`src/hw/rtl/slm_pkg.sv`:
```
`default_nettype none
package slm_pkg;

	localparam int LIST_DEPTH = 32;
	localparam int IDX_W      = (LIST_DEPTH > 1) ? $clog2(LIST_DEPTH) : 1;
	localparam int CNT_W      = $clog2(LIST_DEPTH + 1);
	localparam int TOT_W      = $clog2(2 * LIST_DEPTH + 1);
	localparam int DATA_W     = 32;

	typedef enum logic [1:0] {
		MODE_LOAD_A = 2'd0,
		MODE_LOAD_B = 2'd1,
		MODE_MERGE  = 2'd2
	} mode_t;

	typedef enum logic [1:0] {
		ST_IDLE,
		ST_PRIME,
		ST_RUN
	} state_t;

endpackage
`default_nettype wire

```
`src/hw/rtl/slm_list_ram.sv`:
```
`default_nettype none
// One list store: single write port, single read port, registered read data.
module slm_list_ram (
	input  wire logic                              clk,
	input  wire logic                              we,
	input  wire logic [slm_pkg::IDX_W-1:0]         waddr,
	input  wire logic signed [slm_pkg::DATA_W-1:0] wdata,
	input  wire logic [slm_pkg::IDX_W-1:0]         raddr,
	output logic signed [slm_pkg::DATA_W-1:0]      rdata
);

	logic signed [slm_pkg::DATA_W-1:0] mem [slm_pkg::LIST_DEPTH];

	always_ff @(posedge clk) begin
		if (we) begin
			mem[waddr] <= wdata;
		end
	end

	always_ff @(posedge clk) begin
		rdata <= mem[raddr];
	end

endmodule
`default_nettype wire

```
`src/hw/rtl/sorted_list_merge.sv`:
```
// Loads (modes 0/1) write one list entry each; a new transaction is accepted every cycle while idle.
// Merge: a prime state reads both list heads, then one result per cycle while
// out_stall is low; the first result passes the prime and run states into the output register.
// in_stall stays high from the merge until the final result is registered,
// so a merge holds the input through the prime state (memory read) and the whole run.
// Reset clears both counts (lists empty); list contents are not cleared, no sweep.
`default_nettype none
module sorted_list_merge (
	input  wire logic                              clk,
	input  wire logic                              arst_n,
	// input channel
	input  wire logic                              in_valid,
	output logic                                   in_stall,
	input  wire logic [1:0]                        mode,
	input  wire logic signed [slm_pkg::DATA_W-1:0] value,
	// result channel
	output logic                                   out_valid,
	input  wire logic                              out_stall,
	output logic signed [slm_pkg::DATA_W-1:0]      merged_value,
	output logic                                   last
);

	slm_pkg::state_t state_q, state_nxt;

	// list fill levels (0..LIST_DEPTH)
	logic [slm_pkg::CNT_W-1:0] cnt_a_q, cnt_b_q;
	// merge read pointers: index of the current head of each list
	logic [slm_pkg::CNT_W-1:0] ia_q, ib_q, ia_nxt, ib_nxt;
	// values still to emit in this run
	logic [slm_pkg::TOT_W-1:0] remain_q;

	logic in_accept;
	logic out_free;
	logic emit;
	logic take_a;
	logic a_left, b_left;
	logic we_a, we_b;
	logic is_load_a, is_load_b, is_merge;
	logic signed [slm_pkg::DATA_W-1:0] head_a, head_b;

	logic                              out_valid_q;
	logic signed [slm_pkg::DATA_W-1:0] merged_value_q;
	logic                              last_q;

	assign in_accept = in_valid && !in_stall;
	assign out_free  = !out_valid_q || !out_stall;

	// mode decode
	always_comb begin
		is_load_a = 1'b0;
		is_load_b = 1'b0;
		is_merge  = 1'b0;
		unique case (slm_pkg::mode_t'(mode))
			slm_pkg::MODE_LOAD_A: is_load_a = 1'b1;
			slm_pkg::MODE_LOAD_B: is_load_b = 1'b1;
			slm_pkg::MODE_MERGE:  is_merge  = 1'b1;
			default: ; // unused mode: ignored
		endcase
	end

	// drop loads into a full list
	assign we_a = in_accept && is_load_a
		&& (cnt_a_q < slm_pkg::CNT_W'(slm_pkg::LIST_DEPTH));
	assign we_b = in_accept && is_load_b
		&& (cnt_b_q < slm_pkg::CNT_W'(slm_pkg::LIST_DEPTH));

	// B wins ties: A only when strictly smaller
	assign a_left = ia_q < cnt_a_q;
	assign b_left = ib_q < cnt_b_q;
	assign take_a = a_left && (!b_left || (head_a < head_b));

	// next state
	always_comb begin
		state_nxt = state_q;
		unique case (state_q)
			slm_pkg::ST_IDLE: begin
				if (in_accept && is_merge && ((cnt_a_q != '0) || (cnt_b_q != '0))) begin
					state_nxt = slm_pkg::ST_PRIME;
				end
			end
			slm_pkg::ST_PRIME: state_nxt = slm_pkg::ST_RUN;
			slm_pkg::ST_RUN: begin
				if (out_free && (remain_q == slm_pkg::TOT_W'(1))) begin
					state_nxt = slm_pkg::ST_IDLE;
				end
			end
			default: state_nxt = slm_pkg::ST_IDLE;
		endcase
	end

	// state outputs: read addressing and emit
	always_comb begin
		in_stall = 1'b1;
		emit     = 1'b0;
		ia_nxt   = '0;
		ib_nxt   = '0;
		unique case (state_q)
			slm_pkg::ST_IDLE:  in_stall = 1'b0;
			slm_pkg::ST_PRIME: ;
			slm_pkg::ST_RUN: begin
				emit   = out_free;
				ia_nxt = ia_q + slm_pkg::CNT_W'(out_free && take_a);
				ib_nxt = ib_q + slm_pkg::CNT_W'(out_free && !take_a);
			end
			default: ;
		endcase
	end

	// read address follows the next head so data lines up with ia_q / ib_q
	slm_list_ram u_ram_a (
		.clk   (clk),
		.we    (we_a),
		.waddr (cnt_a_q[slm_pkg::IDX_W-1:0]),
		.wdata (value),
		.raddr (ia_nxt[slm_pkg::IDX_W-1:0]),
		.rdata (head_a)
	);

	slm_list_ram u_ram_b (
		.clk   (clk),
		.we    (we_b),
		.waddr (cnt_b_q[slm_pkg::IDX_W-1:0]),
		.wdata (value),
		.raddr (ib_nxt[slm_pkg::IDX_W-1:0]),
		.rdata (head_b)
	);

	always_ff @(posedge clk or negedge arst_n) begin
		if (!arst_n) begin
			state_q  <= slm_pkg::ST_IDLE;
			cnt_a_q  <= '0;
			cnt_b_q  <= '0;
			ia_q     <= '0;
			ib_q     <= '0;
			remain_q <= '0;
		end else begin
			state_q <= state_nxt;
			ia_q    <= ia_nxt;
			ib_q    <= ib_nxt;
			if (we_a) begin
				cnt_a_q <= cnt_a_q + slm_pkg::CNT_W'(1);
			end
			if (we_b) begin
				cnt_b_q <= cnt_b_q + slm_pkg::CNT_W'(1);
			end
			if (state_q == slm_pkg::ST_PRIME) begin
				remain_q <= slm_pkg::TOT_W'(cnt_a_q) + slm_pkg::TOT_W'(cnt_b_q);
			end else if (emit) begin
				remain_q <= remain_q - slm_pkg::TOT_W'(1);
				// run done: both lists empty again
				if (remain_q == slm_pkg::TOT_W'(1)) begin
					cnt_a_q <= '0;
					cnt_b_q <= '0;
				end
			end
		end
	end

	// output register
	always_ff @(posedge clk or negedge arst_n) begin
		if (!arst_n) begin
			out_valid_q <= 1'b0;
		end else if (emit) begin
			out_valid_q <= 1'b1;
		end else if (!out_stall) begin
			out_valid_q <= 1'b0;
		end
	end

	always_ff @(posedge clk) begin
		if (emit) begin
			merged_value_q <= take_a ? head_a : head_b;
			last_q         <= (remain_q == slm_pkg::TOT_W'(1));
		end
	end

	assign out_valid    = out_valid_q;
	assign merged_value = merged_value_q;
	assign last         = last_q;

endmodule
`default_nettype wire

```
`config.mk`:
```
export PLATFORM = sky130hd
export DESIGN_NAME = sorted_list_merge
export DESIGN_NICKNAME = d
export VERILOG_FILES = /design/src/hw/rtl/slm_pkg.sv /design/src/hw/rtl/slm_list_ram.sv /design/src/hw/rtl/sorted_list_merge.sv
export SDC_FILE = /design/constraint.sdc
export NUM_CORES = 2
export LEC_CHECK = 0
export BUFFER_PORTS_ARGS = -buffer_cell sky130_fd_sc_hd__clkbuf_2
export CORE_ASPECT_RATIO = 1.1
export CORE_MARGIN = 2
export CORE_UTILIZATION = 65
export CTS_BUF_LIST = sky130_fd_sc_hd__clkbuf_4
export DETAILED_ROUTE_END_ITERATION = 10
export PLACE_DENSITY_LB_ADDON = 0.05
export SYNTH_ARGS = -nofsm -noshare
export SYNTH_HDL_FRONTEND = slang
export SYNTH_SLANG_ARGS = --single-unit
```
`constraint.sdc`:
```
create_clock -name clk -period 5.9 [get_ports clk]
set_input_delay 0.885 -clock clk [delete_from_list [all_inputs] [get_ports clk]]
set_output_delay 0.885 -clock clk [all_outputs]
set_load 0.01 [all_outputs]
```
==> qor.json <==
{
  "min_path": {
    "path_type_of_the_worst_min_delay_path": "input pin to flip-flop"
  },
  "sta": {
    "slew_headroom_pct": 17.8,
    "timing.final.setup_violations": 0,
    "timing.setup.tns_ns": 0,
    "report.final.slew_viol_count": 0,
    "finalHoldViolations": 0,
    "timing.final.crit_period_ns": 5.72,
    "timing.clock.skew_ns": 0.0763,
    "post-route-worst-setup-slack_ns": 0.182,
    "tightest_slew_ns": 1.23,
    "grt_setup_unrepaired": "no",
    "post-route-period-util_pct": 96.9,
    "fmax_mhz": 175
  },
  "final_layout": {
    "final_core_util_pct": 73.3,
    "fillers": 8681,
    "num-nets-final": 6636,
    "final_area_sq_um": 97000,
    "drive_gt1_share_pct": 18.7,
    "syn2layout_area_growth_pct": 12.0
  },
  "global_route": {
    "grt_util_all_layers_pct": 34.9,
    "grt_max_degree": 129,
    "via_count_of_the_first_global_routing_pass": 54884,
    "antenna_found_initial": 10,
    "grt_overflow": 0,
    "grt_first_pass_wirelength_mm": 350
  },
  "power": {
    "power.leakage_nw": 32.7,
    "peakVddDrop_mv": 0.465,
    "power_per_cell_area_nw_per_um2": 471,
    "power.total_w": 0.0457
  },
  "synth": {
    "synth-main-ff-cell": "edfxtp_1",
    "post_synthesis_sequential_area_ratio_pct": 74.6,
    "yosysWarningCount": 0,
    "synthCells": 6117,
    "asyncSetResetFlopFracSynth_pct": 1.56,
    "post_synth_num_cell_types": 61,
    "post_synthesis_sequential_element_count": 2179,
    "mappedNetlistNets": 6217,
    "mean_instance_size_in_the_synthesized_netlist_sq_um": 14.2,
    "synth-edff-count": 2081,
    "netlist_area_sq_um": 86700
  },
  "clocking": {
    "clk_latency_ns": 1.33,
    "cts.reportedPaths.clkPinSlew_ns": 0.06,
    "numCtsBuffers": 556,
    "clock_sinks": 2179,
    "cts_root_buffer": "clkbuf_4",
    "tritoncts": "yes",
    "ctsHtreeMaxLevel": 6,
    "cts-root-to-sink-buffers": 4
  },
  "worst_setup_path": {
    "path_delay_family": "compound AO/OA/AOI/OAI gates",
    "worstPathMaxFanout": 72,
    "cpMostUsedCell": "nand2_1",
    "worst-path-buf-inv": 3,
    "path_cells": "clkinv_1 > ha_1 > nor4_1 > nand2_1 > a31oi_2 > nand2_1 > o211ai_1 > and2_1 > ha_4 > and3_1 > mux2i_4 > buf_4 > buf_12 > nand2_1 > a21oi_1 > a221oi_1 > o211ai_1 > and3_1",
    "crit_type": "flip-flop to flip-flop",
    "startpoint_type": "flip-flop",
    "crit_path_arrival_time_ns": 6.93,
    "master_of_the_slowest_instance_on_the_critical_path": "o211ai_1",
    "worst_endpoint_required_time_ns": 7.11,
    "worstSetupEndpointType": "flip-flop",
    "timing.critical_path.slowest_cell_delay_ns": 0.85
  },
  "detailed_routing": {
    "detail_route_antenna_nets": 0,
    "via_per_inst": 6.47,
    "dr.first_iter.drc_count": 7861,
    "first_pass_iters": 6,
    "wire_per_inst_um": 27.6,
    "route.vias.total": 56212,
    "post-route-drc-count": 0,
    "route.final.wire_length_mm": 240
  },
  "floorplan": {
    "floorplan.rows": 140,
    "floorplan.die.height_um": 387,
    "io_pins": 73,
    "placeableCoreArea_sq_um": 132000,
    "floorplan.initialDensity_pct": 65.4,
    "total_die_area_sq_um": 136000,
    "die-width_um": 352
  },
  "placed_design": {
    "detailed_place.area_sq_um": 90200,
    "finalWeightedCongestion": 0.885,
    "hpwl_mm": 131,
    "io_buffers": 72,
    "preCtsSetupSlack_ns": -0.0459
  },
  "run_status": {
    "outcome": "completed"
  },
  "job": {
    "maxCapViolCount": 0
  }
}
## power breakdown
group | leakage [nW] | internal [W] | switching (W) | total [W]
sequential | 19.7 | 0.0175 | 0.000603 | 0.0182
clock | 4.08 | 0.00656 | 0.00577 | 0.0123
combinational | 8.95 | 0.00482 | 0.0104 | 0.0152
## kinds of logic after synthesis
kind of cell | after synthesis | synth area share, %
flip-flops | 2179 | 74.6
multiplexers | 35 | 0.881
XOR/XNOR | 22 | 0.231
adder cells (fa/ha/maj) | 62 | 0.904
AND/OR/NAND/NOR | 2190 | 11.7
AO/OA/AOI/OAI | 1121 | 9.24
buffers and inverters | 508 | 2.45
## registers in the layout, summed over array words and instances, names as in the netlist
register,count
ia_q,6
u_ram_a.mem,1024
ib_q,6
u_ram_b.mem,1024
cnt_b_q,6
u_ram_a.rdata,32
cnt_a_q,6
state_q,2
u_ram_b.rdata,32
merged_value,32
remain_q,7
last,1
out_valid,1
## synth_stat cells, types with 5 or more instances
cell | number | area (sq um)
buf_1 | 54 | 203
nor2_1 | 341 | 1280
o22ai_1 | 97 | 607
nand2b_1 | 41 | 257
inv_1 | 54 | 203
dfrtp_1 | 34 | 851
o221ai_1 | 129 | 1130
nor3_1 | 42 | 210
o211ai_1 | 162 | 1220
buf_4 | 13 | 97.6
clkbuf_1 | 258 | 968
or3_1 | 37 | 231
a22oi_1 | 32 | 240
a221oi_1 | 33 | 289
mux4_2 | 32 | 721
nand3b_1 | 160 | 1200
xnor2_1 | 12 | 105
dfxtp_1 | 64 | 1280
o31ai_1 | 32 | 240
and2_1 | 36 | 225
o21ai_0 | 244 | 1220
edfxtp_1 | 2081 | 62500
a221o_1 | 32 | 320
and3_1 | 195 | 1220
a31oi_1 | 5 | 31.3
a211oi_1 | 97 | 728
ha_1 | 61 | 763
nand3_1 | 342 | 1710
nand4_1 | 10 | 62.6
a311oi_1 | 97 | 850
o32a_1 | 32 | 320
a21oi_1 | 52 | 260
o2111ai_1 | 32 | 280
xor2_1 | 9 | 78.8
o21ai_1 | 31 | 155
nand2_1 | 968 | 3630
buf_2 | 120 | 601
## worst reg2reg max path, cell delays in order, from the launching register on
cell and delay [ns]:
dfrtp_2 0.50, clkinv_1 0.26, ha_1 0.29, nor4_1 0.28, nand2_1 0.14, a31oi_2 0.43
nand2_1 0.12, o211ai_1 0.38, and2_1 0.29, ha_4 0.17, and3_1 0.21, mux2i_4 0.49
buf_4 0.23, buf_12 0.28, nand2_1 0.19, a21oi_1 0.18, a221oi_1 0.07, o211ai_1 0.85
and3_1 0.29
## per-layer routing
metal | vias up | global-route usage (%) | wire length, um
li1 | 24667 | - | -
met1 | 27708 | 47.4 | 89200
met2 | 3352 | 54.4 | 113000
met3 | 483 | 7.09 | 25600
met4 | 2 | 17.9 | 12000
met5 | - | 0 | 7
## what timing repair did
| item | 4_1_cts | 5_1_grt |
|---|---|---|
| gates resized for setup | 1 | 2 |
| endpoints found under the hold margin | 45 | 0 |
| setup buffers | 0 | 1 |
| cloned | 0 | 0 |
| hold buffers | 8 | 0 |
| endpoints found under the setup margin | 1 | 5 |
| pin swaps | 1 | 2 |
## cell usage in the layout, fill, tap and decap left out, types with 16 or more instances in the layout
cell       synthesis  layout
a211oi_1          97      97
a21oi_1           52      52
a221o_1           32      32
a221oi_1          33      33
a22oi_1           32      32
a311oi_1          97      97
and2_1            36      36
and3_1           195     195
buf_12             0      43
buf_4             13     185
clkbuf_2           0      72
clkbuf_4           0     838
clkinv_1           3      63
dfrtp_1           34      33
dfxtp_1           64      64
edfxtp_1        2081    2081
ha_1              61      59
inv_1             54      53
inv_2              4      16
mux4_2            32      32
nand2_1          968     965
nand2b_1          41      40
nand3_1          342     342
nand3b_1         160     160
nor2_1           341     276
nor2_4             0      60
nor3_1            42      38
o2111ai_1         32      32
o211ai_1         162     162
o21ai_0          244     243
o21ai_1           31      31
o221ai_1         129     129
o22ai_1           97      97
o31ai_1           32      32
o32a_1            32      32
or3_1             37      37
## layout make-up
type	count	area, sq um	area share [%]
sequential	2179	64600	66.6
multi-input combinational	3430	20500	21.2
clock buffer	838	6290	6.48
timing repair buffer	308	2690	2.77
tap	1775	2220	2.29
clock inverter	86	413	0.425
inverter	61	255	0.263
antenna	10	25.0	0.0258
## final timing paths
kind | depth (start not counted) | end | slack, ns | startpoint
max | 18 | u_ram_b.rdata[17]$_DFF_P_ | 0.18 | cnt_b_q[3]$_DFF_PN0_
min | 2 | u_ram_a.mem[25][0]$_DFFE_PP_ | 0.30 | value[0]
max reg2reg | 18 | u_ram_b.rdata[17]$_DFF_P_ | 0.18 | cnt_b_q[3]$_DFF_PN0_
min reg2reg | 1 | remain_q[6]$_DFFE_PN0P_ | 0.51 | remain_q[6]$_DFFE_PN0P_
max in group asynchronous | 2 | cnt_b_q[3]$_DFF_PN0_ | 4.86 | arst_n
min in group asynchronous | 2 | ib_q[4]$_DFF_PN0_ | 0.37 | arst_n
## through the flow
| stage | cells | hold slack, ns |
|---|---|---|
| 5_1_grt | 8685 | 0.199 |
| 6_report | 8687 | 0.304 |
| 4_1_cts | 8676 | 0.164 |
| 2_1_floorplan | 6117 | 0.457 |
| 3_3_place_gp | 7744 | 0.476 |
| 3_5_place_dp | 7744 | 0.491 |
Note: power is estimated with default switching activity, not from simulation.
